### src/hw/rtl/rmc_pkg.sv
// Package for the RMS current meter: constants, register indexes, job and state types.
`default_nettype none
package rmc_pkg;

  localparam int CHANNELS  = 8;
  localparam int ADC_BITS  = 12;
  localparam int CH_W      = 8;
  localparam int OFS_W     = ADC_BITS + 16;
  localparam int MAG_W     = ADC_BITS + 8;
  localparam int SQ_W      = 2 * MAG_W;
  localparam int SUM_W     = SQ_W + 17;
  localparam int CNT_W     = 17;
  localparam int MEAN_W    = SQ_W;
  localparam int RAD_W     = MEAN_W + 16;
  localparam int ROOT_W    = RAD_W / 2;
  localparam int REM_W     = ROOT_W + 1;
  localparam int PROD_W    = ROOT_W + 32;
  localparam int AMPS_W    = PROD_W - 16;
  localparam int PWR_W     = 42;
  localparam int STEP_W    = 6;
  localparam int QDEPTH    = 2;
  localparam int QPTR_W    = 1;
  localparam int QCNT_W    = 2;
  localparam int CFG_IDX_W = 8;
  localparam int CFG_DAT_W = 32;

  localparam logic [CFG_IDX_W-1:0] REG_MODE         = 8'd0;
  localparam logic [CFG_IDX_W-1:0] REG_FIXED_OFFSET = 8'd1;
  localparam logic [CFG_IDX_W-1:0] REG_SAMPLE_COUNT = 8'd2;
  localparam logic [CFG_IDX_W-1:0] REG_SCALE        = 8'd3;
  localparam logic [CFG_IDX_W-1:0] REG_LINE_VOLTAGE = 8'd4;

  localparam logic MODE_TRACK = 1'b0;
  localparam logic MODE_FIXED = 1'b1;

  typedef struct packed {
    logic        mode;
    logic [11:0] fixed_offset;
    logic [15:0] sample_count;
    logic [31:0] scale;
    logic [9:0]  line_voltage;
  } cfg_t;

  typedef struct packed {
    logic             err;
    logic [CH_W-1:0]  ch;
    logic [SUM_W-1:0] sum;
    logic [CNT_W-1:0] n;
  } job_t;

  typedef enum logic [2:0] {
    F_IDLE, F_OFS, F_DIFF, F_SQR, F_ACC, F_PUSH
  } front_state_t;

  typedef enum logic [2:0] {
    B_IDLE, B_DIV, B_SQRT, B_MUL, B_SAT, B_PWR, B_OUT
  } back_state_t;

endpackage
`default_nettype wire

### src/hw/rtl/rmc_queue.sv
// Two-entry job queue between the front end and the back end.
`default_nettype none
module rmc_queue
  import rmc_pkg::*;
(
  input  wire logic clk,
  input  wire logic rst_n,
  input  wire logic push,
  input  wire job_t wr_job,
  output      logic full,
  input  wire logic pop,
  output      job_t rd_job,
  output      logic empty
);

  job_t              mem_r [QDEPTH];
  logic [QPTR_W-1:0] wp_r, wp_nxt, rp_r, rp_nxt;
  logic [QCNT_W-1:0] cnt_r, cnt_nxt;

  assign full   = (cnt_r == QCNT_W'(QDEPTH));
  assign empty  = (cnt_r == '0);
  assign rd_job = mem_r[rp_r];

  always_comb begin
    wp_nxt  = push ? wp_r + QPTR_W'(1) : wp_r;
    rp_nxt  = pop  ? rp_r + QPTR_W'(1) : rp_r;
    cnt_nxt = cnt_r + QCNT_W'(push) - QCNT_W'(pop);
  end

  always_ff @(posedge clk) begin
    if (!rst_n) begin
      wp_r  <= '0;
      rp_r  <= '0;
      cnt_r <= '0;
    end else begin
      wp_r  <= wp_nxt;
      rp_r  <= rp_nxt;
      cnt_r <= cnt_nxt;
    end
  end

  // store the incoming job
  always_ff @(posedge clk) begin
    if (push) begin
      mem_r[wp_r] <= wr_job;
    end
  end

  a_no_overflow: assert property (@(posedge clk) disable iff (!rst_n) push |-> !full)
    else $error("job queue written while full");
  a_no_underflow: assert property (@(posedge clk) disable iff (!rst_n) pop |-> !empty)
    else $error("job queue read while empty");
  a_count_bound: assert property (@(posedge clk) disable iff (!rst_n)
    cnt_r <= QCNT_W'(QDEPTH))
    else $error("job queue count beyond depth");

endmodule
`default_nettype wire

### config.mk
export PLATFORM = sky130hd
export DESIGN_NAME = rmc_queue
export DESIGN_NICKNAME = d
export VERILOG_FILES = /design/src/hw/rtl/rmc_pkg.sv /design/src/hw/rtl/rmc_queue.sv
export SDC_FILE = /design/constraint.sdc
export NUM_CORES = 1
export LEC_CHECK = 0
export BUFFER_PORTS_ARGS = -buffer_cell sky130_fd_sc_hd__buf_2
export CAP_MARGIN = 30
export CORE_MARGIN = 2
export CORE_UTILIZATION = 56
export CTS_CLUSTER_DIAMETER = 30
export CTS_CLUSTER_SIZE = 24
export DETAILED_ROUTE_END_ITERATION = 12
export PLACE_DENSITY = 0.84
export SLEW_MARGIN = 10
export SYNTH_ARGS = -nofsm -noshare
export SYNTH_HDL_FRONTEND = slang
export SYNTH_SLANG_ARGS = --single-unit
### constraint.sdc
create_clock -name clk -period 13.2 [get_ports clk]
set_input_delay 2.64 -clock clk [delete_from_list [all_inputs] [get_ports clk]]
set_output_delay 2.64 -clock clk [all_outputs]
set_load 0.005 [all_outputs]
---- After elaboration in Yosys (flattened, before gate mapping) ----
Memories as Yosys holds them, arrays and structs flattened. A register that Yosys moved wholly into a read port is not among the register bits.
Cells that the tools add are included.
word-level totals
  register bits ........................... 4
  latch bits .............................. 0
  RAM bits ................................ 166
  ROM bits ................................ 0
  input port bits ......................... 87
  output and inout port bits .............. 85
  word-level logic and storage cells ...... 14
  memories kept ........................... 1
memory list
  memory  words  bits a word  read ports  clocked after Yosys merged registers in  wr ports  RTL line         text
  mem_r   2      83           1           1                                        1         rmc_queue.sv:16  job_t mem_r [QDEPTH];
cells by class
  add/sub/neg operators ................... 4
  multipliers ............................. 0
  div/mod/pow operators ................... 0
  $lt $le $gt $ge ......................... 0
  equal/unequal tests ..................... 1
  shifts and indexed selects .............. 0
  muxes and demuxes ....................... 4
  bitwise gates (word level) .............. 0
  reduce and logical (&&, ||, !) cells .... 1
operators by type and width
  operator                                     number
  1-bit 2-to-1 mux                             4
  1-bit adder, second input constant           2
  2-bit by 1-bit adder with 2-bit output       1
  2-bit == test, second input constant         1
  2-bit logical NOT                            1
  2-bit by 1-bit subtractor with 2-bit output  1

---- Longest topological paths before layout ----
  depth after elaboration ................. 3
  mapped depth ............................ 6
  gate-level depth less buffers ........... 6

---- Least setup slack after synthesis ----
OpenSTA, ideal clock, no wires.
  path kind ............................... input-to-reg
  from .................................... input push
  to ...................................... memory mem_r[0][0] (netlist name), enable pin
  setup time .............................. 0.536 ns
  arrival time ............................ 6.297 ns
  data required time ...................... 12.664 ns
  slack ................................... 6.367 ns
  cell stages on the path ................. 1
  buffers on the path ..................... 0
  cell sequence ........................... nor2b_1
between the ends
  cells in the longest elaborated chain, start to end .. 2
RTL lines
  what                                    RTL line         text
  start: declaration                      rmc_queue.sv:8   input wire logic push,
  1-bit 2-to-1 mux                        rmc_queue.sv:44  if (push) begin
  1-bit 2-to-1 mux (not written as such)  rmc_queue.sv:45  mem_r[wp_r] <= wr_job;
  end: declaration                        rmc_queue.sv:16
No other way between the ends.

==> results by group <==
Die
  – Core Area: 11370 µm²
  – Die height: 111.8 µm
  – Die W: 111.8 µm
  – Die area: 12490 µm²
  – Initial Util: 57.19%
  – Num ports: 172
  – # rows: 39

Clock network
  – Resized cells post-CTS: 0
  – TritonCTS clock tree: yes
  – Post-CTS Setup Bufs: 0
  – H-tree depth: 4
  – CTS sink cnt: 171
  – CTS root buffer: clkbuf_16
  – Worst-path clk slew: 60 ps
  – Num CTS Buffers: 17
  – Hold Buf Count CTS: 0
  – Skew-Pair Late Insertion Delay: 410 ps
  – Clock Tree Buf Depth: 2

GRT
  – Vias in the first global route: 3330
  – Global-route wire length before repair: 16910 µm
  – Largest net degree at the start of global routing: 54
  – Initial antenna violation count: 1
  – GRT overflow: 0
  – All-Layer GR Usage: 18.06%

Setup path
  – CP max stage cell: buf_4
  – Critical-path cell list: buf_4 -> mux2_2 -> buf_2
  – Crit Path Category: reg2out
  – Required @ worst endpoint: 10560 ps
  – CP Capture Type: output pin
  – Arrival time worst endpoint: 2530 ps
  – Max stage delay on crit path: 790 ps
  – Worst-path fanout max: 50
  – Worst reg2reg startpoint: wp_r
  – Crit start category: register

Final layout
  – Final cell count without fillers: 621
  – Fill cells: 705
  – Layout area overhead: 23.86%
  – Final #Nets: 553
  – Final Core Density: 70.84%
  – Ratio of cells with drive above 1 in the final layout: 60.80%

Timing
  – Final hold violation count: 0
  – Total negative slack: 0 ps
  – Final Slew Violations: 0
  – Final count of negative-setup-slack endpoints: 0
  – FMAX: 193.5 MHz
  – Least-Margin Pin Slew: 905.7 ps
  – Fin crit period: 5169 ps
  – Relative slew slack: 39.62%
  – Min Hold Slack: 594.2 ps
  – Skew final: 5.495 ps
  – Period Utilization, post-route: 39.16%
  – RSZ-0062 raised after global routing: false

Detailed routing
  – Drt drc: 0
  – Vias/cell: 5.169
  – Routed WL: 11210 µm
  – Total vias in the final route: 3210
  – Final ANT Viol Nets: 0
  – Routed len/inst: 18.05 µm
  – DR iter-0 viols: 115
  – Drt pass-1 iters: 4

Synthesis
  – Syn. warnings: 0
  – Seq cells post-synth: 171
  – EDFF count, synth: 166
  – Post-synth net total: 368
  – Post-synth ARST share: 0%
  – Synth Flop Type: edfxtp_1
  – Syn Area/Cell: 23.31 µm²
  – Synth top area cells: edfxtp_1 (77%), mux2_4 (16%), mux2_2 (2.3%)
  – Cells after Synth: 279
  – Yosys top cell area share: 76.66%
  – Sequential fraction of the synthesis area: 78.20%
  – Post-synth top cells: edfxtp_1 (166), mux2_4 (70), mux2_2 (13)
  – Mapped Area: 6502 µm²
  – Most common cell in the synthesized netlist: edfxtp_1
  – Yosys cell types: 14
  – Biggest area consumer among synthesized cells: edfxtp_1

Status
  – Outcome: finished clean

Power
  – Leak pwr: 3.213 nW
  – Switching part of the total: 21.82%
  – P_sw: 0.0002630 W
  – Pint: 0.0009422 W
  – VDD IR max: 0.09755 mV
  – Seq pwr share: 53.2%
  – Pwr Density: 149.6 nW/µm²
  – Clk pwr share: 36.3%
  – Comb pwr share: 10.5%

Place
  – Hpwl dp: 7128 µm
  – Routability cong.: 0.6720
  – Placed Cells: 588
  – Buffers on Ports: 171

Flow run
  – Max Cap Viol: 0

Worst hold path
  – HP Start: rp_r
  – Hold Crit Class: reg2reg
[power by group through the flow]
stage	combinational (W)	clock, W	sequential (W)
floorplan	0.0000800	0	0.000647
global placement	0.000121	0	0.000651
detailed placement	0.000127	0	0.000653
CTS	0.000129	0.000447	0.000642
global route	0.000137	0.000470	0.000644
finish	0.000127	0.000437	0.000641
[through the flow]
step | setup slack, ps | total power, W | instance area, µm²
after floorplan | 6367 | 0.0007273 | 6502
after CTS | 7972 | 0.001217 | 8051
after global routing | 7873 | 0.001250 | 8054
after global placement | 8466 | 0.0007716 | 7471
final | 8031 | 0.001205 | 8054
after detailed placement | 8423 | 0.0007799 | 7526
[sequential cells by signal, summed over array words and instances (netlist names), named ones only]
signal and cells:
mem_r 166, cnt_r 2, rp_r 1, wp_r 1
[critical path: cells and delay by family (launching register included)]
family / cells / cell delay [ps]
flops: 1 / 710
buf+inv: 2 / 920
mux: 1 / 430
[layout make-up]
| cell class | count | area, µm² | share of cell area, % |
|---|---|---|---|
| repair buffers | 175 | 925.9 | 11.50 |
| clock buffers | 17 | 425.4 | 5.282 |
| well taps | 143 | 178.9 | 2.222 |
| diodes | 1 | 2.502 | 0.03107 |
| flip-flops and latches | 171 | 5089 | 63.18 |
| clock inverters | 15 | 100.1 | 1.243 |
| inverters | 2 | 7.507 | 0.09321 |
| multi-input cells | 97 | 1325 | 16.45 |
[cells by family after synthesis]
family	synth area share (%)
DFF	78.20
muxes	18.41
buffers and inverters	1.578
xor gates and xnor gates	0.4810
AOI/OAI and AO/OA	0.1155
adders and majority gates	0.3848
and+or+nand+nor	0.8272
[final timing paths]
check / end / slack (ps) / cells past startpoint
setup reg to reg: mem_r[1][6] / 11650 / 2
hold / removal: register / 590 / 2
hold reg to reg: register / 590 / 2
setup / recovery: rd_job[78] / 8030 / 3
[routing by layer]
metal | routed length, µm | GRT usage [%] | vias up
li1 | - | - | 1469
met1 | 4479 | 20.94 | 1588
met2 | 5700 | 30.79 | 136
met3 | 825 | 6.532 | 17
met4 | 201 | 7.160 | 0
met5 | 0 | 0 | -
[placed cells by master, fill, tap and decap left out, drive strengths merged]
cell type  instances
buf              175
edfxtp           166
mux2              83
clkbuf            17
clkinv            10
inv                6
dfxtp              5
and2               4
nor2b              4
ha                 2
diode              1
nor2               1
xor2               1
o21a               1
xnor3              1
clkinvlp           1
No activity file was read; power rests on OpenSTA's default activity.
