[src/hw/rtl/rmc_pkg.sv]
// Package for the RMS current meter: constants, register indexes, job and state types.
`default_nettype none
package rmc_pkg;

  localparam int CHANNELS  = 8;
  localparam int ADC_BITS  = 12;
  localparam int CH_W      = 8;
  localparam int OFS_W     = ADC_BITS + 16;
  localparam int MAG_W     = ADC_BITS + 8;
  localparam int SQ_W      = 2 * MAG_W;
  localparam int SUM_W     = SQ_W + 17;
  localparam int CNT_W     = 17;
  localparam int MEAN_W    = SQ_W;
  localparam int RAD_W     = MEAN_W + 16;
  localparam int ROOT_W    = RAD_W / 2;
  localparam int REM_W     = ROOT_W + 1;
  localparam int PROD_W    = ROOT_W + 32;
  localparam int AMPS_W    = PROD_W - 16;
  localparam int PWR_W     = 42;
  localparam int STEP_W    = 6;
  localparam int QDEPTH    = 2;
  localparam int QPTR_W    = 1;
  localparam int QCNT_W    = 2;
  localparam int CFG_IDX_W = 8;
  localparam int CFG_DAT_W = 32;

  localparam logic [CFG_IDX_W-1:0] REG_MODE         = 8'd0;
  localparam logic [CFG_IDX_W-1:0] REG_FIXED_OFFSET = 8'd1;
  localparam logic [CFG_IDX_W-1:0] REG_SAMPLE_COUNT = 8'd2;
  localparam logic [CFG_IDX_W-1:0] REG_SCALE        = 8'd3;
  localparam logic [CFG_IDX_W-1:0] REG_LINE_VOLTAGE = 8'd4;

  localparam logic MODE_TRACK = 1'b0;
  localparam logic MODE_FIXED = 1'b1;

  typedef struct packed {
    logic        mode;
    logic [11:0] fixed_offset;
    logic [15:0] sample_count;
    logic [31:0] scale;
    logic [9:0]  line_voltage;
  } cfg_t;

  typedef struct packed {
    logic             err;
    logic [CH_W-1:0]  ch;
    logic [SUM_W-1:0] sum;
    logic [CNT_W-1:0] n;
  } job_t;

  typedef enum logic [2:0] {
    F_IDLE, F_OFS, F_DIFF, F_SQR, F_ACC, F_PUSH
  } front_state_t;

  typedef enum logic [2:0] {
    B_IDLE, B_DIV, B_SQRT, B_MUL, B_SAT, B_PWR, B_OUT
  } back_state_t;

endpackage
`default_nettype wire

[src/hw/rtl/rmc_if.sv]
// Channel interfaces of the RMS current meter: sample input, result output, register writes.
`default_nettype none


interface rmc_out_if;
  logic        valid;
  logic        ready;
  logic [7:0]  result_channel;
  logic [31:0] irms;
  logic [41:0] power;
  logic        error;
  modport source (output valid, result_channel, irms, power, error, input ready);
  modport sink   (input valid, result_channel, irms, power, error, output ready);
endinterface

`default_nettype wire

[src/hw/rtl/rmc_back.sv]
// Back end: window mean by long division, square root, scaling and power, result register.
`default_nettype none
module rmc_back
  import rmc_pkg::*;
(
  input  wire logic clk,
  input  wire logic rst_n,
  input  wire cfg_t cfg,
  input  wire job_t rd_job,
  input  wire logic empty,
  output      logic pop,
  rmc_out_if.source out_if
);

  back_state_t state_r, state_nxt;
  logic [STEP_W-1:0] step_r, step_nxt;
  logic [SUM_W-1:0]  quo_r, quo_nxt;
  logic [CNT_W:0]    drem_r, drem_nxt;
  logic [CNT_W-1:0]  n_r, n_nxt;
  logic [RAD_W-1:0]  rad_r, rad_nxt;
  logic [REM_W-1:0]  srem_r, srem_nxt;
  logic [ROOT_W-1:0] root_r, root_nxt;
  logic [PROD_W-1:0] prod_r, prod_nxt;
  logic [CH_W-1:0]   ch_r, ch_nxt;
  logic [31:0]       irms_r, irms_nxt;
  logic [PWR_W-1:0]  pwr_r, pwr_nxt;
  logic              err_r, err_nxt;

  logic [CNT_W:0]    d_try;
  logic              d_bit;
  logic [SUM_W-1:0]  quo_step;
  logic [REM_W+1:0]  s_try, s_trial;
  logic              s_bit;
  logic [AMPS_W-1:0] amps;

  always_comb begin
    // one quotient bit and one root bit per cycle
    d_try    = {drem_r[CNT_W-1:0], quo_r[SUM_W-1]};
    d_bit    = (d_try >= {1'b0, n_r});
    quo_step = {quo_r[SUM_W-2:0], d_bit};
    s_try    = {srem_r, rad_r[RAD_W-1 -: 2]};
    s_trial  = (REM_W+2)'({root_r, 2'b01});
    s_bit    = (s_try >= s_trial);
    amps     = prod_r[PROD_W-1:16];
  end

  always_comb begin
    state_nxt = state_r;
    step_nxt  = step_r;
    quo_nxt   = quo_r;
    drem_nxt  = drem_r;
    n_nxt     = n_r;
    rad_nxt   = rad_r;
    srem_nxt  = srem_r;
    root_nxt  = root_r;
    prod_nxt  = prod_r;
    ch_nxt    = ch_r;
    irms_nxt  = irms_r;
    pwr_nxt   = pwr_r;
    err_nxt   = err_r;
    pop       = 1'b0;
    case (state_r)
      B_IDLE: begin
        if (!empty) begin
          pop = 1'b1;
          if (rd_job.err) begin
            ch_nxt    = '0;
            irms_nxt  = '0;
            pwr_nxt   = '0;
            err_nxt   = 1'b1;
            state_nxt = B_OUT;
          end else begin
            ch_nxt    = rd_job.ch;
            err_nxt   = 1'b0;
            quo_nxt   = rd_job.sum;
            n_nxt     = rd_job.n;
            drem_nxt  = '0;
            step_nxt  = '0;
            state_nxt = B_DIV;
          end
        end
      end
      B_DIV: begin
        quo_nxt  = quo_step;
        drem_nxt = d_bit ? d_try - {1'b0, n_r} : d_try;
        step_nxt = step_r + STEP_W'(1);
        if (step_r == STEP_W'(SUM_W - 1)) begin
          rad_nxt   = {quo_step[MEAN_W-1:0], 16'd0};
          srem_nxt  = '0;
          root_nxt  = '0;
          step_nxt  = '0;
          state_nxt = B_SQRT;
        end
      end
      B_SQRT: begin
        rad_nxt  = {rad_r[RAD_W-3:0], 2'b00};
        srem_nxt = s_bit ? REM_W'(s_try - s_trial) : REM_W'(s_try);
        root_nxt = {root_r[ROOT_W-2:0], s_bit};
        step_nxt = step_r + STEP_W'(1);
        if (step_r == STEP_W'(ROOT_W - 1)) begin
          state_nxt = B_MUL;
        end
      end
      B_MUL: begin
        prod_nxt  = root_r * cfg.scale;
        state_nxt = B_SAT;
      end
      B_SAT: begin
        // saturate the current to 32 bits
        irms_nxt  = (|amps[AMPS_W-1:32]) ? 32'hFFFF_FFFF : amps[31:0];
        state_nxt = B_PWR;
      end
      B_PWR: begin
        pwr_nxt   = irms_r * cfg.line_voltage;
        state_nxt = B_OUT;
      end
      B_OUT: begin
        if (out_if.ready) begin
          state_nxt = B_IDLE;
        end
      end
      default: state_nxt = B_IDLE;
    endcase
  end

  always_ff @(posedge clk) begin
    if (!rst_n) begin
      state_r <= B_IDLE;
    end else begin
      state_r <= state_nxt;
    end
  end

  always_ff @(posedge clk) begin
    step_r <= step_nxt;
    quo_r  <= quo_nxt;
    drem_r <= drem_nxt;
    n_r    <= n_nxt;
    rad_r  <= rad_nxt;
    srem_r <= srem_nxt;
    root_r <= root_nxt;
    prod_r <= prod_nxt;
    ch_r   <= ch_nxt;
    irms_r <= irms_nxt;
    pwr_r  <= pwr_nxt;
    err_r  <= err_nxt;
  end

  assign out_if.valid          = (state_r == B_OUT);
  assign out_if.result_channel = ch_r;
  assign out_if.irms           = irms_r;
  assign out_if.power          = pwr_r;
  assign out_if.error          = err_r;

  a_err_zero: assert property (@(posedge clk) disable iff (!rst_n)
    (out_if.valid && out_if.error) |-> (out_if.irms == '0 && out_if.power == '0
      && out_if.result_channel == '0))
    else $error("error result carries nonzero fields");
  a_pop_idle: assert property (@(posedge clk) disable iff (!rst_n)
    pop |-> (state_r == B_IDLE))
    else $error("job taken while busy");
  a_hold: assert property (@(posedge clk) disable iff (!rst_n)
    (out_if.valid && !out_if.ready) |=> (out_if.valid && $stable(out_if.irms)))
    else $error("result lost while stalled");

endmodule
`default_nettype wire

[src/flat_wrapper.sv]
// flat-port wrapper written by rule: the top's interface ports become plain ports
module rmc_back_flat import rmc_pkg::*;
  (clk, rst_n, cfg, rd_job, empty, pop, out_if_valid, out_if_result_channel, out_if_irms, out_if_power, out_if_error, out_if_ready);
  rmc_out_if out_if_i ();
  input  wire logic clk;
  input  wire logic rst_n;
  input  wire cfg_t cfg;
  input  wire job_t rd_job;
  input  wire logic empty;
  output      logic pop;
  output wire logic [$bits(out_if_i.valid)-1:0] out_if_valid;
  output wire logic [$bits(out_if_i.result_channel)-1:0] out_if_result_channel;
  output wire logic [$bits(out_if_i.irms)-1:0] out_if_irms;
  output wire logic [$bits(out_if_i.power)-1:0] out_if_power;
  output wire logic [$bits(out_if_i.error)-1:0] out_if_error;
  input wire logic [$bits(out_if_i.ready)-1:0] out_if_ready;
  assign out_if_valid = out_if_i.valid;
  assign out_if_result_channel = out_if_i.result_channel;
  assign out_if_irms = out_if_i.irms;
  assign out_if_power = out_if_i.power;
  assign out_if_error = out_if_i.error;
  assign out_if_i.ready = out_if_ready;
  rmc_back u_core (.clk(clk), .rst_n(rst_n), .cfg(cfg), .rd_job(rd_job), .empty(empty), .pop(pop), .out_if(out_if_i));
endmodule
[config.mk]
export PLATFORM = sky130hd
export DESIGN_NAME = rmc_back_flat
export DESIGN_NICKNAME = d
export VERILOG_FILES = /design/src/hw/rtl/rmc_pkg.sv /design/src/hw/rtl/rmc_if.sv /design/src/hw/rtl/rmc_back.sv /design/src/flat_wrapper.sv
export SDC_FILE = /design/constraint.sdc
export NUM_CORES = 2
export LEC_CHECK = 0
export BUFFER_PORTS_ARGS = -buffer_cell sky130_fd_sc_hd__buf_2
export CAP_MARGIN = 40
export CORE_MARGIN = 10
export CORE_UTILIZATION = 35
export CTS_CLUSTER_DIAMETER = 40
export DETAILED_ROUTE_END_ITERATION = 7
export GPL_ROUTABILITY_DRIVEN = 1
export MAX_ROUTING_LAYER = met4
export PLACE_DENSITY = 0.61
export SLEW_MARGIN = 15
export SYNTH_ARGS = -nofsm -noshare
export SYNTH_HDL_FRONTEND = slang
export SYNTH_SLANG_ARGS = --single-unit
export TNS_END_PERCENT = 5
[constraint.sdc]
create_clock -name clk -period 13.8 [get_ports clk]
set_input_delay 4.14 -clock clk [delete_from_list [all_inputs] [get_ports clk]]
set_output_delay 4.14 -clock clk [all_outputs]
set_load 0.02 [all_outputs]
* Word-level counts from Yosys, hierarchy flattened *
Cells that the tools add are included.

storage, ports and cells
  register bits after elaboration = 356
  output and inout bits = 85

cells by class
  $add $sub $neg = 3
  $mul = 2
  order comparisons = 2
  equal/unequal tests = 14
  multiplexer cells = 34
  bitwise gates (word level) = 2
  reductions and logical operators = 15

operators with widths
  operator          count
  $mux 57           2
  $pmux 57 s2       1
  $pmux 56 s2       1
  $mux 32           3
  $mux 42           2
  $pmux 42 s2       1
  $pmux 32 s2       1
  $mul 28x32->60    1
  $mux 29           2
  $pmux 29 s2       1
  $mux 56           1
  $pmux 28 s2       1
  $mux 17           3
  $mul 32x10->42    1
  $pmux 17 s2       1
  $ge 31x30->1      1
  $sub 29x29->29    1
  $mux 28           1
  $pmux 3 s7        1
  $ge 18x17->1      1
  $mux 6            3
  $pmux 6 s3        1
  $sub 17x17->17    1
  $mux 3            5
  other kinds (17)  35

* Logic depth before layout (Yosys ltp) *
  word-level depth = 3
  gate-level depth with buffers = 28
  mapped depth without buffers = 26

* Least setup slack after synthesis *
OpenSTA, ideal clock, no wires.

  kind = input -> register
  from = input cfg[38] in the netlist's numbering
  to = register u_core.prod_r[55], data pin
  library setup time = 0.258 ns
  data arrival time = 10.593 ns
  data required time = 13.542 ns
  path slack = 2.949 ns
  stages = 27
  buffers on the path = 3
  cells stage by stage = clkbuf_1 clkbuf_1 nand2_1 fa_1 inv_1 fa_1 fa_1 inv_1 fa_1 inv_1 fa_1 fa_1 inv_1 fa_1 inv_1 ha_1 clkbuf_1 a21o_1 a21oi_1 o221ai_1 or4_1 o211ai_2 a41oi_2 a21boi_2 nand2b_4 nor2b_2 xnor2_1

on the way
  longest elaborated chain between the ends = 1

RTL lines
  what                    line               text
  start: declaration      flat_wrapper.sv:7  input wire cfg_t cfg;
  $mul 28x32->60          rmc_back.sv:105    prod_nxt = root_r * cfg.scale;
  end signal: assignment  rmc_back.sv:142    prod_r <= prod_nxt;
  end: declaration        rmc_back.sv:23     logic [PROD_W-1:0] prod_r, prod_nxt;

No other way between the ends.
A chain may end at the register's enable or synchronous reset.

* Final worst setup path *
  from = input cfg[34] in the netlist's numbering
  to = register u_core.prod_r[57], data pin

The elaborated chain is that of the path after synthesis.

==> results.json <==
{
  "vias": 37602,
  "clk_path_buf_depth": 3,
  "vias_per_cell": 4.87,
  "start_util_pct": 35.1,
  "portBuffers": 213,
  "hold_violations": 0,
  "rsz0062_at_grt": "false",
  "setup.worst_path.class": "in2reg",
  "drv_slew": 0,
  "ctsHoldBuffers": 0,
  "cpMostUsedCell": "fa_1",
  "max_cap_violations": 0,
  "crit_family": "adder cells",
  "fin_cells": 7715,
  "crit_fanout": 28,
  "synth_cell_types": 89,
  "cts_resized": 0,
  "post_cts.repair.setup_buffers": 0,
  "ys_top_cells_by_area": "fa_1, edfxtp_1, ha_1",
  "synthFlopType": "edfxtp_1",
  "drt-total-wl_mm": 142,
  "area_growth_pct": 9.04,
  "core_area_um2": 152000,
  "cp.required_ns": 14.15,
  "antenna_found_initial": 13,
  "async_flop_share_pct": 0,
  "synthesis.nets": 7133,
  "yosys.area.top_type": "fa_1",
  "synthesis.area_um2": 53300,
  "worst_pin_slew_ns": 0.910,
  "cts_buffers": 50,
  "outcome": "complete, no violations",
  "min_period_over_period_pct": 81.5,
  "synth_top_area_share_pct": 38.2,
  "hpwl_mm": 107,
  "clock_skew_ns": 0.0153,
  "max_stage_delay_ns": 0.65,
  "ys_warn_count": 0,
  "final-setup-viol-count": 0,
  "place_congestion": 0.871,
  "layout_min_cycle_time_ns": 11.25,
  "path_buf_inv": 5,
  "grt_overflow": 0,
  "clockRootBuffer": "clkbuf_16",
  "grt_pass1_wl_mm": 226,
  "firstDrtPassIters": 5,
  "finalSetupTns_ns": 0,
  "drc_errors": 0,
  "clk_pin_slew_ns": 0.06,
  "synth_edf_count": 321,
  "endpoint_kind": "flip-flop",
  "final_antenna_net_count": 0,
  "synthCells": 5623,
  "critPathArrivalTime_ns": 11.60,
  "drive_gt1_share_pct": 7.18,
  "hold_path.class": "reg2reg",
  "layout_common_cells": "inv_1, fa_1, nand2_1, and2_1, ha_1",
  "clk_latency_ns": 0.61,
  "dieHeight_um": 410,
  "final_common_cell": "inv_1",
  "first_global_vias": 41006,
  "slowest_stage": "buf_2",
  "start_kind": "input pin",
  "drtIter0Drc": 2182,
  "placedCellCount": 7602,
  "cts_sinks": 324,
  "fin_nets": 7140,
  "fp.dieW_um": 410,
  "grt_max_degree": 78,
  "synth_area_per_cell_um2": 9.47,
  "fmax_ghz": 0.0889,
  "gr-usage-all-layers_pct": 17.3,
  "die_area_um2": 168000,
  "cts_tree": "built",
  "cp_cell_sequence": "buf_2 > and2_1 > fa_1 > fa_1 > fa_1 > inv_1 > fa_1 > inv_1 > fa_1 > fa_1 > inv_1 > fa_1 > inv_1 > ha_1 > a21oi_1 > o21ba_1 > o221ai_1 > or4_1 > o211ai_2 > a41oi_2 > a21boi_2 > nand2b_4 > a21oi_2 > xor2_1",
  "wire_per_inst_um": 18.4,
  "fill_cells": 15049,
  "ys_ff_latch": 324,
  "synth_seq_area_share_pct": 18.2,
  "slew_headroom_pct": 39.3,
  "ios": 243,
  "htree_levels": 2,
  "rows": 143
}
final timing paths:
path	start	cells past startpoint	slack (ns)	to
setup / recovery	cfg[34]	24	2.55	u_core.prod_r[57]
hold / removal	u_core.quo_r[42]	2	0.50	u_core.quo_r[43]
setup reg to reg	u_core.root_r[8]	24	5.61	u_core.prod_r[57]
hold reg to reg	u_core.quo_r[42]	2	0.50	u_core.quo_r[43]
per-layer routing:
metal / track usage (%) / up-vias / wire [um]
met4: 4.50 / 0 / 3850
met3: 3.16 / 235 / 9250
li1: - / 17076 / -
met2: 28.7 / 1193 / 68000
met1: 21.8 / 19098 / 60600
met5: - / - / 0
stage by stage:
step / hold WS (ns) / util, % / area [um2] / setup slack, ns
5_1_grt: 0.521 / 38.3 / 58100 / 2.28
6_report: 0.500 / 38.3 / 58100 / 2.55
2_1_floorplan: 0.484 / - / 53300 / 2.95
4_1_cts: 0.509 / 38.2 / 57900 / 2.57
3_5_place_dp: 0.497 / 37.1 / 56200 / 1.92
3_3_place_gp: 0.494 / 37.0 / 56000 / 1.97
cells by family (layout without fill, tap and decap cells):
kind of cell | count (synthesis) | in the layout | share of synthesized area (%)
and+or+nand+nor | 1946 | 1946 | 17.5
buffers and inverters | 1416 | 1464 | 10.1
adders and majority gates | 1352 | 1352 | 46.1
AOI/OAI and AO/OA | 436 | 436 | 5.60
DFF | 324 | 324 | 18.2
xor gates and xnor gates | 116 | 116 | 1.91
muxes | 33 | 33 | 0.620
other | 0 | 14 | 0
Yosys cell counts (all sizes together), types with 7 or more instances:
cell type,count
buf,17
xor2,41
o211ai,7
nand2b,13
or3,14
mux2i,33
ha,336
and3,14
o21ai,88
nand3,30
nand4,23
fa,1016
xnor2,75
nor4,8
o21bai,16
inv,1101
a211oi,27
a31oi,11
nor2b,24
and2,620
a21oi,110
o31ai,8
clkbuf,298
o21a,47
nand2,969
a21o,64
nor2,176
nor3,30
edfxtp,321
flip-flops by register name, indices dropped and copies added (netlist names):
| signal | flops |
|---|---|
| u_core.quo_r | 57 |
| u_core.state_r | 3 |
| u_core.rad_r | 40 |
| u_core.srem_r | 29 |
| u_core.drem_r | 17 |
| u_core.prod_r | 44 |
| u_core.root_r | 28 |
| u_core.n_r | 17 |
| u_core.step_r | 6 |
| u_core.out_if.error | 1 |
| u_core.out_if.power | 42 |
| u_core.out_if.result_channel | 8 |
| u_core.out_if.irms | 32 |
worst min-delay path: stages, from the launching register on:
cell      delay, ns
edfxtp_1       0.32
nand2_1        0.05
nand2_1        0.04
layout make-up:
cell class                 instances  area [um2]  area share (%)
tap                             2030        2540            4.37
inverter                        1101        4130            7.12
antenna                           14        35.0          0.0603
clock inverter                    38         428           0.737
multi-input combinational       3883       38300            65.9
clock buffer                      55        1290            2.22
timing repair buffer             270        1700            2.93
sequential                       324        9700            16.7
Power is not shown: default switching activity piles up to over one toggle a cycle in this logic, so the estimate is an artifact.
