### src/hw/rtl/rmc_pkg.sv
// Package for the RMS current meter: constants, register indexes, job and state types.
`default_nettype none
package rmc_pkg;

  localparam int CHANNELS  = 8;
  localparam int ADC_BITS  = 12;
  localparam int CH_W      = 8;
  localparam int OFS_W     = ADC_BITS + 16;
  localparam int MAG_W     = ADC_BITS + 8;
  localparam int SQ_W      = 2 * MAG_W;
  localparam int SUM_W     = SQ_W + 17;
  localparam int CNT_W     = 17;
  localparam int MEAN_W    = SQ_W;
  localparam int RAD_W     = MEAN_W + 16;
  localparam int ROOT_W    = RAD_W / 2;
  localparam int REM_W     = ROOT_W + 1;
  localparam int PROD_W    = ROOT_W + 32;
  localparam int AMPS_W    = PROD_W - 16;
  localparam int PWR_W     = 42;
  localparam int STEP_W    = 6;
  localparam int QDEPTH    = 2;
  localparam int QPTR_W    = 1;
  localparam int QCNT_W    = 2;
  localparam int CFG_IDX_W = 8;
  localparam int CFG_DAT_W = 32;

  localparam logic [CFG_IDX_W-1:0] REG_MODE         = 8'd0;
  localparam logic [CFG_IDX_W-1:0] REG_FIXED_OFFSET = 8'd1;
  localparam logic [CFG_IDX_W-1:0] REG_SAMPLE_COUNT = 8'd2;
  localparam logic [CFG_IDX_W-1:0] REG_SCALE        = 8'd3;
  localparam logic [CFG_IDX_W-1:0] REG_LINE_VOLTAGE = 8'd4;

  localparam logic MODE_TRACK = 1'b0;
  localparam logic MODE_FIXED = 1'b1;

  typedef struct packed {
    logic        mode;
    logic [11:0] fixed_offset;
    logic [15:0] sample_count;
    logic [31:0] scale;
    logic [9:0]  line_voltage;
  } cfg_t;

  typedef struct packed {
    logic             err;
    logic [CH_W-1:0]  ch;
    logic [SUM_W-1:0] sum;
    logic [CNT_W-1:0] n;
  } job_t;

  typedef enum logic [2:0] {
    F_IDLE, F_OFS, F_DIFF, F_SQR, F_ACC, F_PUSH
  } front_state_t;

  typedef enum logic [2:0] {
    B_IDLE, B_DIV, B_SQRT, B_MUL, B_SAT, B_PWR, B_OUT
  } back_state_t;

endpackage
`default_nettype wire

### src/hw/rtl/rmc_if.sv
// Channel interfaces of the RMS current meter: sample input, result output, register writes.
`default_nettype none
interface rmc_in_if;
  logic       valid;
  logic       ready;
  logic [7:0] channel;
  logic [11:0] sample;
  modport source (output valid, channel, sample, input ready);
  modport sink   (input valid, channel, sample, output ready);
endinterface

`default_nettype wire

### src/hw/rtl/rmc_front.sv
// Front end: takes samples, checks the channel, removes offset, squares and sums a window.
`default_nettype none
module rmc_front
  import rmc_pkg::*;
(
  input  wire logic         clk,
  input  wire logic         rst_n,
  input  wire cfg_t         cfg,
  rmc_in_if.sink            in_if,
  output      logic         push,
  output      job_t         job,
  input  wire logic         full
);

  front_state_t state_r, state_nxt;
  logic [CH_W-1:0]     ch_r, ch_nxt;
  logic [11:0]         smp_r, smp_nxt;
  logic                mode_r, mode_nxt;
  logic [OFS_W-1:0]    ofs_r, ofs_nxt;
  logic [MAG_W-1:0]    mag_r, mag_nxt;
  logic [SQ_W-1:0]     sq_r, sq_nxt;
  logic [SUM_W-1:0]    sum_r, sum_nxt;
  logic [15:0]         cnt_r, cnt_nxt;
  job_t                job_r, job_nxt;

  logic [OFS_W-1:0]    s16;
  logic signed [OFS_W:0] d_ofs, d_new, d_shift;
  logic signed [12:0]  d_fix;
  logic [11:0]         fix_abs;
  logic signed [MAG_W:0] d_trk;
  logic [CNT_W-1:0]    n_win, limit;
  logic [SUM_W-1:0]    sum_tot;

  always_comb begin
    // offset-free difference arithmetic
    s16     = {smp_r, 16'd0};
    d_ofs   = $signed({1'b0, s16}) - $signed({1'b0, ofs_r});
    d_shift = d_ofs >>> 10;
    d_new   = $signed({1'b0, s16}) - $signed({1'b0, ofs_r});
    d_trk   = d_new[OFS_W:8];
    d_fix   = $signed({1'b0, smp_r}) - $signed({1'b0, cfg.fixed_offset});
    fix_abs = d_fix[12] ? 12'(-d_fix) : d_fix[11:0];
    n_win   = {1'b0, cnt_r} + CNT_W'(1);
    limit   = (cfg.sample_count == 16'd0) ? CNT_W'(65536) : {1'b0, cfg.sample_count};
    sum_tot = sum_r + SUM_W'(sq_r);
  end

  always_comb begin
    state_nxt = state_r;
    ch_nxt    = ch_r;
    smp_nxt   = smp_r;
    mode_nxt  = mode_r;
    ofs_nxt   = ofs_r;
    mag_nxt   = mag_r;
    sq_nxt    = sq_r;
    sum_nxt   = sum_r;
    cnt_nxt   = cnt_r;
    job_nxt   = job_r;
    in_if.ready = 1'b0;
    push      = 1'b0;
    case (state_r)
      F_IDLE: begin
        in_if.ready = 1'b1;
        if (in_if.valid) begin
          ch_nxt   = in_if.channel;
          smp_nxt  = in_if.sample;
          mode_nxt = cfg.mode;
          if (32'(in_if.channel) >= CHANNELS) begin
            job_nxt   = '0;
            job_nxt.err = 1'b1;
            state_nxt = F_PUSH;
          end else begin
            state_nxt = F_OFS;
          end
        end
      end
      F_OFS: begin
        // move the tracking estimate a 1/1024 step towards the sample
        if (mode_r == MODE_TRACK) begin
          ofs_nxt = OFS_W'($signed({1'b0, ofs_r}) + d_shift);
        end
        state_nxt = F_DIFF;
      end
      F_DIFF: begin
        if (mode_r == MODE_TRACK) begin
          mag_nxt = d_trk[MAG_W] ? MAG_W'(-d_trk) : d_trk[MAG_W-1:0];
        end else begin
          mag_nxt = {fix_abs, 8'd0};
        end
        state_nxt = F_SQR;
      end
      F_SQR: begin
        sq_nxt    = mag_r * mag_r;
        state_nxt = F_ACC;
      end
      F_ACC: begin
        // close the window or advance the count
        if (n_win >= limit) begin
          job_nxt.err = 1'b0;
          job_nxt.ch  = ch_r;
          job_nxt.sum = sum_tot;
          job_nxt.n   = n_win;
          sum_nxt     = '0;
          cnt_nxt     = '0;
          state_nxt   = F_PUSH;
        end else begin
          sum_nxt   = sum_tot;
          cnt_nxt   = n_win[15:0];
          state_nxt = F_IDLE;
        end
      end
      F_PUSH: begin
        if (!full) begin
          push      = 1'b1;
          state_nxt = F_IDLE;
        end
      end
      default: state_nxt = F_IDLE;
    endcase
  end

  always_ff @(posedge clk) begin
    if (!rst_n) begin
      state_r <= F_IDLE;
      ofs_r   <= OFS_W'(1 << (OFS_W - 1));
      sum_r   <= '0;
      cnt_r   <= '0;
    end else begin
      state_r <= state_nxt;
      ofs_r   <= ofs_nxt;
      sum_r   <= sum_nxt;
      cnt_r   <= cnt_nxt;
    end
  end

  always_ff @(posedge clk) begin
    ch_r   <= ch_nxt;
    smp_r  <= smp_nxt;
    mode_r <= mode_nxt;
    mag_r  <= mag_nxt;
    sq_r   <= sq_nxt;
    job_r  <= job_nxt;
  end

  assign job = job_r;

endmodule
`default_nettype wire

### src/flat_wrapper.sv
// flat-port wrapper written by rule: the top's interface ports become plain ports
module rmc_front_flat import rmc_pkg::*;
  (clk, rst_n, cfg, push, job, full, in_if_valid, in_if_channel, in_if_sample, in_if_ready);
  rmc_in_if in_if_i ();
  input  wire logic clk;
  input  wire logic rst_n;
  input  wire cfg_t cfg;
  output      logic push;
  output      job_t job;
  input  wire logic full;
  input wire logic [$bits(in_if_i.valid)-1:0] in_if_valid;
  input wire logic [$bits(in_if_i.channel)-1:0] in_if_channel;
  input wire logic [$bits(in_if_i.sample)-1:0] in_if_sample;
  output wire logic [$bits(in_if_i.ready)-1:0] in_if_ready;
  assign in_if_i.valid = in_if_valid;
  assign in_if_i.channel = in_if_channel;
  assign in_if_i.sample = in_if_sample;
  assign in_if_ready = in_if_i.ready;
  rmc_front u_core (.clk(clk), .rst_n(rst_n), .cfg(cfg), .in_if(in_if_i), .push(push), .job(job), .full(full));
endmodule
### config.mk
export PLATFORM = sky130hd
export DESIGN_NAME = rmc_front_flat
export DESIGN_NICKNAME = d
export VERILOG_FILES = /design/src/hw/rtl/rmc_pkg.sv /design/src/hw/rtl/rmc_if.sv /design/src/hw/rtl/rmc_front.sv /design/src/flat_wrapper.sv
export SDC_FILE = /design/constraint.sdc
export NUM_CORES = 1
export LEC_CHECK = 0
export BUFFER_PORTS_ARGS = -buffer_cell sky130_fd_sc_hd__buf_4
export CORE_ASPECT_RATIO = 0.75
export CORE_MARGIN = 2
export CORE_UTILIZATION = 35
export DETAILED_ROUTE_END_ITERATION = 10
export PLACE_DENSITY = 0.6
export SYNTH_ARGS = -nofsm -noshare
export SYNTH_HDL_FRONTEND = slang
export SYNTH_SLANG_ARGS = --single-unit
export TNS_END_PERCENT = 50
### constraint.sdc
create_clock -name clk -period 12 [get_ports clk]
set_input_delay 0.6 -clock clk [delete_from_list [all_inputs] [get_ports clk]]
set_output_delay 0.6 -clock clk [all_outputs]
set_load 0.1 [all_outputs]
* After elaboration in Yosys (flattened, before gate mapping) *
Cells that the tools add are included.

storage, ports and cells
  bits in registers = 268
  latch bits = 0
  memory bits (writable) = 0
  ROM bits = 0
  bits of input ports = 95
  output and inout bits = 85
  word-level logic and storage cells = 59
  memories kept = 0

cells by class
  $add $sub $neg = 7
  multiply operators = 1
  divide/modulo/power cells = 0
  magnitude comparators = 2
  equal/unequal tests = 9
  shifts and indexed selects = 0
  muxes and demuxes = 18
  bitwise operators = 1
  reductions and logical operators = 7

operator list
  cell                                                  count
  two-way mux 83 bit                                    3
  one-hot mux 83 bit (2 select lines)                   1
  adder 57 x 40 -> 57 bit                               1
  two-way mux 57 bit                                    1
  multiplier 20 x 20 -> 40 bit                          1
  two-way mux 20 bit                                    2
  subtractor 28 x 28 -> 29 bit                          1
  adder 28 x 19 -> 28 bit                               1
  negation 20 bit                                       1
  one-hot mux 3 bit (6 select lines)                    1
  adder 16 x 1 -> 17 bit (second input constant)        1
  >= comparator 17 bit                                  1
  two-way mux 17 bit                                    1
  zero test 16 bit                                      1
  two-way mux 16 bit                                    1
  subtractor 12 x 12 -> 13 bit                          1
  two-way mux 12 bit                                    1
  two-way mux 3 bit                                     4
  negation 12 bit                                       1
  >= comparator 8 x 4 -> 1 bit (second input constant)  1
  == test 3 x 2 -> 1 bit (second input constant)        2
  == test 3 bit (second input constant)                 2
  AND reduction 2 bit                                   3
  != test 2 x 1 -> 1 bit (second input constant)        2
  7 further kinds                                       10

* Longest topological paths before layout *
Gate-level depths: netlist of the first run.

  word-level depth = 5
  gate-level depth with buffers = 28
  mapped depth without buffers = 27

* Least setup slack after synthesis of the first run *
No wires, ideal clock.

  path kind = register to register
  start = reg u_core.mag_r[2]
  end = reg u_core.sq_r[39] (data pin)
  library setup time = 0.260 ns
  data arrival time = 7.358 ns
  required time = 11.740 ns
  path slack = 4.382 ns
  cell stages (with the launch flop) = 29
  buffers on the path = 2
  clock period less this slack = 7.618 ns
  cell sequence = edfxtp_1 -> clkbuf_1 -> clkbuf_1 -> nand2_1 -> fa_1 -> inv_1 -> fa_1 -> inv_1 -> fa_1 -> inv_1 -> fa_1 -> inv_1 -> fa_1 -> inv_1 -> fa_1 -> inv_1 -> fa_1 -> inv_1 -> ha_1 -> a2111oi_0 -> o21ai_1 -> o22ai_1 -> o31ai_1 -> a221oi_2 -> o21ai_1 -> a2111o_1 -> a21o_1 -> a21oi_1 -> xnor2_1

on the way
  longest elaborated chain between the ends = 1

ends and longest elaborated chain
  element                       RTL line          RTL
  from (decl)                   rmc_front.sv:20   logic [MAG_W-1:0] mag_r, mag_nxt;
  from (signal assigned)        rmc_front.sv:140  mag_r <= mag_nxt;
  multiplier 20 x 20 -> 40 bit  rmc_front.sv:93   sq_nxt = mag_r * mag_r;
  to (signal assigned)          rmc_front.sv:141  sq_r <= sq_nxt;
  to (decl)                     rmc_front.sv:21   logic [SQ_W-1:0] sq_r, sq_nxt;

No other way between the ends.
A chain may end at the register's enable or synchronous reset.

* Worst setup path in the final report of the first run *
  start = reg u_core.mag_r[11]
  end = reg u_core.sq_r[34] (data pin)

Same word-level chain as after synthesis.

==> results.ini, run 1 <==
[run_status]
status = finished, final reports clean

[setup_path]
worst_ep_arrival_time_ns = 8.66
worstPathMaxFanout = 17
cp.required_ns = 12.33
end_kind = register
critPathKind = register to register
cp-start-kind = register

[route]
ant_nets = 0
drt_iter0_drc = 1145
dr_total_vias = 20100
wirelength_mm = 63.4
avgViaCountPerCell = 4.93
drc = 0
first_pass_iters = 5
wl_per_cell_um = 15.6

[clock_tree]
h-tree-depth = 1
ctsHoldBuffers = 0
root_buffer = clkbuf_16
clkSlewWorstSetupHoldPaths_ns = 0.07
numCtsBuffers = 28
worstSkewPairLatency_ns = 0.58
cts_buffer_depth = 3
cts_tree = yes
cts_setup_buffers = 0
clock-sinks = 267
cts_resized = 0

[synth]
netlist.top_cell.by_area = fa_1
yosysSeqAreaShare = 0.256
synthTopCellsByCount = inv_1 (448), nand2_1 (286), fa_1 (281), ha_1 (261), a21oi_1 (172)
post-synth-top-count-cell = inv_1
synth_area_leaders = fa_1 (21%), edfxtp_1 (18%), ha_1 (12%), dfxtp_1 (7.6%), inv_1 (6.2%)
synth-async-reset-ratio = 0
yosysUniqueCellTypes = 88
synth.ff_latch_count = 267
avgSynthCellArea_um2 = 9.31
synth_top_area_share = 0.207
synth-main-ff-cell = edfxtp_1
synth_edf_count = 163
yosysWarnings = 0
synth_area_um2 = 27200
synth_fp_nets = 3562
synthCells = 2925

[sta]
max_freq_ghz = 0.120
setup_viol = 0
min_period_ns = 8.32
whs_ns = 0.195
final.setup.tns_ns = 0
skew_ns = 0.0283
worst_pin_slew_ns = 1.20
hold_viol = 0
slew_violations = 0
relSlewSlack = 0.198
period_share = 0.694
grt_setup_unrepaired = no

[cells_and_area]
diodes = 0
area_delta_synth_final_pct = 11.5
fin_nets = 3647
drive_gt1_frac = 0.0861
fin_util = 0.394
final_cell_area_um2 = 30400

[global_routing]
grt_pass1_vias = 19900
grt_max_degree = 73
grt.overflow.total = 0
grt_antenna_before_repair = 0
grt_pass1_wl_mm = 104
track_usage = 0.159

[floorplan]
die_h_um = 246
core_area_um2 = 77000
die_x_um = 326
io_pins = 180
design.die.area_um2 = 80000
initial_core_util = 0.354
num_rows = 88

[job]
cap_violations = 0

[placed_design]
routabilityCongestion = 0.865
placed_area_um2 = 29400
numPortBuffers = 137
hpwlAfterDp_mm = 48.8

[hold_path]
min_path_type = primary input to register

==> path summary, 6_finish.rpt <==
check / start / end / slack, ns / cells past startpoint
max: u_core.mag_r[11] / u_core.sq_r[34] / 3.68 / 24
min: in_if_sample[8] / u_core.smp_r[8] / 0.19 / 1
max reg2reg: u_core.mag_r[11] / u_core.sq_r[34] / 3.68 / 24
min reg2reg: u_core.sum_r[21] / u_core.sum_r[21] / 0.46 / 2
==> registers in the layout, indices dropped and copies added (netlist names), 3 cells and up <==
| signal | flops |
|---|---|
| u_core.sq_r | 39 |
| u_core.ch_r | 8 |
| u_core.state_r | 3 |
| u_core.job | 83 |
| u_core.smp_r | 12 |
| u_core.ofs_r | 28 |
| u_core.cnt_r | 16 |
| u_core.sum_r | 57 |
| u_core.mag_r | 20 |
==> routing by layer <==
metal  GRT usage  vias up  share of wire
li1            -     9975              -
met1       0.235     9721           0.50
met2       0.251      331           0.45
met3      0.0225       43          0.042
met4      0.0176        0         0.0092
met5           0        -              0
==> logic make-up after synthesis <==
| logic type | Yosys count | synth area share |
|---|---|---|
| AOI/OAI and AO/OA | 536 | 0.130 |
| buffers and inverters | 564 | 0.0786 |
| muxes | 7 | 0.00267 |
| DFF | 267 | 0.256 |
| xor gates and xnor gates | 179 | 0.0576 |
| and+or+nand+nor | 830 | 0.149 |
| adders and majority gates | 542 | 0.327 |
==> stage by stage <==
step,setup slack (ns),instances
6_report,3.68,4067
5_1_grt,3.18,4067
4_1_cts,3.72,4067
3_5_place_dp,3.73,4015
3_3_place_gp,3.83,4015
2_1_floorplan,4.38,2925
==> critical path: stages (launching register included) <==
cell and delay, ns:
edfxtp_1 0.92, inv_1 0.35, nor2_1 0.29, fa_1 0.45
inv_1 0.08, fa_1 0.40, inv_1 0.08, fa_1 0.44
fa_1 0.47, fa_1 0.51, fa_1 0.54, inv_1 0.05
fa_1 0.49, inv_1 0.05, ha_1 0.34, a21oi_1 0.20
o21ai_1 0.09, a2111oi_0 0.70, o31ai_1 0.12, a31oi_1 0.33
a21oi_1 0.18, a31oi_1 0.39, nand2b_1 0.15, a311oi_1 0.33
xnor2_1 0.10
==> placed cells by master, fill, tap and decap left out, types with 9 or more instances in the layout <==
| cell | n |
|---|---|
| xor2_1 | 76 |
| or3_1 | 9 |
| or2_2 | 10 |
| o21ai_1 | 21 |
| nor2b_1 | 20 |
| a21o_1 | 80 |
| o21a_1 | 18 |
| o31ai_1 | 9 |
| nand3_1 | 54 |
| a22oi_1 | 16 |
| o21bai_1 | 9 |
| fa_1 | 281 |
| clkbuf_16 | 29 |
| a211oi_1 | 14 |
| a21oi_1 | 172 |
| dfxtp_1 | 104 |
| nand2_1 | 285 |
| ha_1 | 261 |
| o21ai_0 | 65 |
| and2_1 | 126 |
| a32o_1 | 9 |
| a31oi_1 | 27 |
| or4_1 | 11 |
| nor3_1 | 24 |
| o211ai_1 | 12 |
| nand2b_1 | 22 |
| nor2_1 | 164 |
| buf_4 | 170 |
| and3_1 | 22 |
| xnor2_1 | 103 |
| inv_1 | 446 |
| edfxtp_1 | 163 |
| nor4_1 | 16 |
| nand4_1 | 30 |
==> layout make-up <==
class | count | area, µm²
Clock inverter | 19 | 226
Tap cell | 1035 | 1290
Clock buffer | 33 | 751
Timing Repair Buffer | 170 | 1280
Inverter | 449 | 1690
Sequential cell | 267 | 6980
Multi-Input combinational cell | 2094 | 18100
Fill cell | 7668 | 46600
Power of run 1 is not shown: default switching activity piles up to over one toggle a cycle in this logic, so the estimate is an artifact.
==> run 2, diff against run 1 <==
PLACE_DENSITY = 0.62   (was 0.6)
clock period = 7.4 ns   (was 12 ns; I/O delays follow)
==> results.ini, run 2 (synthesis results as in run 1) <==
[run_status]
status = finished, final reports clean

[route]
dr_total_vias = 20700  ; +3.0%
ant_nets = 0  ; unchanged
drt_iter0_drc = 1467  ; +28%
wl_per_cell_um = 15.7  ; +0.79%
drc = 0  ; unchanged
first_pass_iters = 5  ; unchanged
avgViaCountPerCell = 4.97  ; +0.80%
wirelength_mm = 65.3  ; +2.9%

[sta]
period_share = 0.961  ; +0.268
whs_ns = 0.147  ; -0.0478 ns
max_freq_ghz = 0.141  ; +17%
setup_viol = 0  ; unchanged
min_period_ns = 7.11  ; -1.21 ns
slew_violations = 0  ; unchanged
final.setup.tns_ns = 0  ; unchanged
skew_ns = 0.0178  ; -0.0105 ns
fin_ws_ns = 0.286  ; -3.39 ns
worst_pin_slew_ns = 1.15  ; -0.0539 ns
relSlewSlack = 0.228  ; +0.0308
hold_viol = 0  ; unchanged

[cells_and_area]
fillCellCount = 7650  ; -0.23%
fin_nets = 3735  ; +2.4%
area_delta_synth_final_pct = 14.9
diodes = 0  ; unchanged
multiInputGateArea_um2 = 18300  ; +0.93%
drive_gt1_frac = 0.114  ; +0.0281
largest_reg_flops = 83  ; unchanged
final_cell_area_um2 = 31300  ; +3.0%
most-common-layout-cells = inv_1 (441), nand2_1 (281), fa_1 (279)
seq_area_um2 = 6980  ; unchanged
final_common_cell = inv_1

[floorplan]
die_h_um = 246  ; unchanged
initial_core_util = 0.354  ; unchanged
core_area_um2 = 77000  ; unchanged
design.die.area_um2 = 80000  ; unchanged
num_rows = 88  ; unchanged
die_x_um = 326  ; unchanged
io_pins = 180  ; unchanged

[global_routing]
grt_max_degree = 78  ; +6.8%
grt.overflow.total = 0  ; unchanged
grt_pass1_vias = 20200  ; +1.3%
track_usage = 0.162  ; +0.00393
grt_pass1_wl_mm = 107  ; +2.5%
grt_antenna_before_repair = 1  ; +1

[placed_design]
numPortBuffers = 137  ; unchanged
placed_area_um2 = 29900  ; +1.6%
routabilityCongestion = 0.890  ; +2.9%
post-place-ws_ns = 0.0444  ; -3.69 ns
hpwlAfterDp_mm = 52.5  ; +7.7%

[setup_path]
cp.required_ns = 7.72  ; -4.61 ns
cp-start-kind = register
end_kind = register
worstPathMaxFanout = 7  ; -10
worst_ep_arrival_time_ns = 7.44  ; -1.22 ns
critPathKind = register to register

[clock_tree]
worstSkewPairLatency_ns = 0.59  ; about the same
clock-sinks = 267  ; unchanged
root_buffer = clkbuf_16
h-tree-depth = 1  ; unchanged
numCtsBuffers = 27  ; -3.6%
cts_tree = yes
clkSlewWorstSetupHoldPaths_ns = 0.07  ; about the same
cts_buffer_depth = 3  ; unchanged

[hold_path]
min_path_type = primary input to register

[job]
cap_violations = 0  ; unchanged

## run 2: cell count changes in the layout (fill, tap and decap cells not counted), moves of 5 or more
| cell | before | now |
|---|---|---|
| a21oi_1 | 172 | 166 |
| dlygate4sd3_1 | 0 | 21 |
| inv_2 | 2 | 7 |
| buf_4 | 170 | 230 |
| buf_6 | 0 | 6 |
| a21oi_2 | 0 | 6 |
| inv_1 | 446 | 441 |
## run 2: area by class of cell
cell class                 count  share of cell area
sequential                   267               0.223
inverter                     449              0.0539
multi-input combinational   2094               0.585
clock buffer                  32              0.0222
tap                         1035              0.0414
clock inverter                18             0.00864
timing repair buffer         259              0.0654
## run 2: timing repair
item	in CTS	in global routing
endpoints found under the setup margin	0	10
hold endpoints to repair	21	0
hold buffers	21	0
gates resized for setup	0	41
setup buffers	0	8
## run 2: worst paths after layout
check	startpoint	end	slack, ns	depth (start not counted)
worst max-delay path	u_core.mag_r[13]	u_core.sq_r[39]	0.29	27
worst min-delay path	full	u_core.state_r[2]	0.15	3
worst max register to register	u_core.mag_r[13]	u_core.sq_r[39]	0.29	27
worst min register to register	u_core.sum_r[36]	u_core.sum_r[36]	0.46	2
## run 2: through the flow
step,utilization,std cells
6_report,0.406,4154
5_1_grt,0.406,4154
2_1_floorplan,-,2925
4_1_cts,0.403,4146
3_3_place_gp,0.388,4075
3_5_place_dp,0.388,4075
## run 2: worst max-delay path: stages (launching register included)
cell and delay [ns]:
edfxtp_1 0.55, buf_6 0.19, nand2_1 0.11, inv_1 0.08, fa_1 0.47, fa_1 0.51, inv_1 0.05, fa_1 0.49
inv_1 0.05, fa_1 0.52, fa_1 0.45, fa_1 0.54, inv_1 0.05, fa_1 0.49, inv_1 0.04, ha_1 0.31
buf_4 0.15, a21o_1 0.16, a21oi_2 0.17, o31ai_1 0.12, nor2b_1 0.15, a221oi_2 0.17, buf_4 0.19, o21ai_4 0.08
a2111o_1 0.38, a21o_1 0.19, a21oi_2 0.12, xnor2_1 0.08
## run 2: routing by layer
layer  vias to the layer above  track usage  routed length [µm]
met4                         0       0.0281                1010
met3                        62       0.0244                3440
li1                      10200            -                   -
met2                       493        0.240               27300
met1                      9956        0.250               33500
met5                         -            0                   0
Power of run 2 is left out for the same reason.
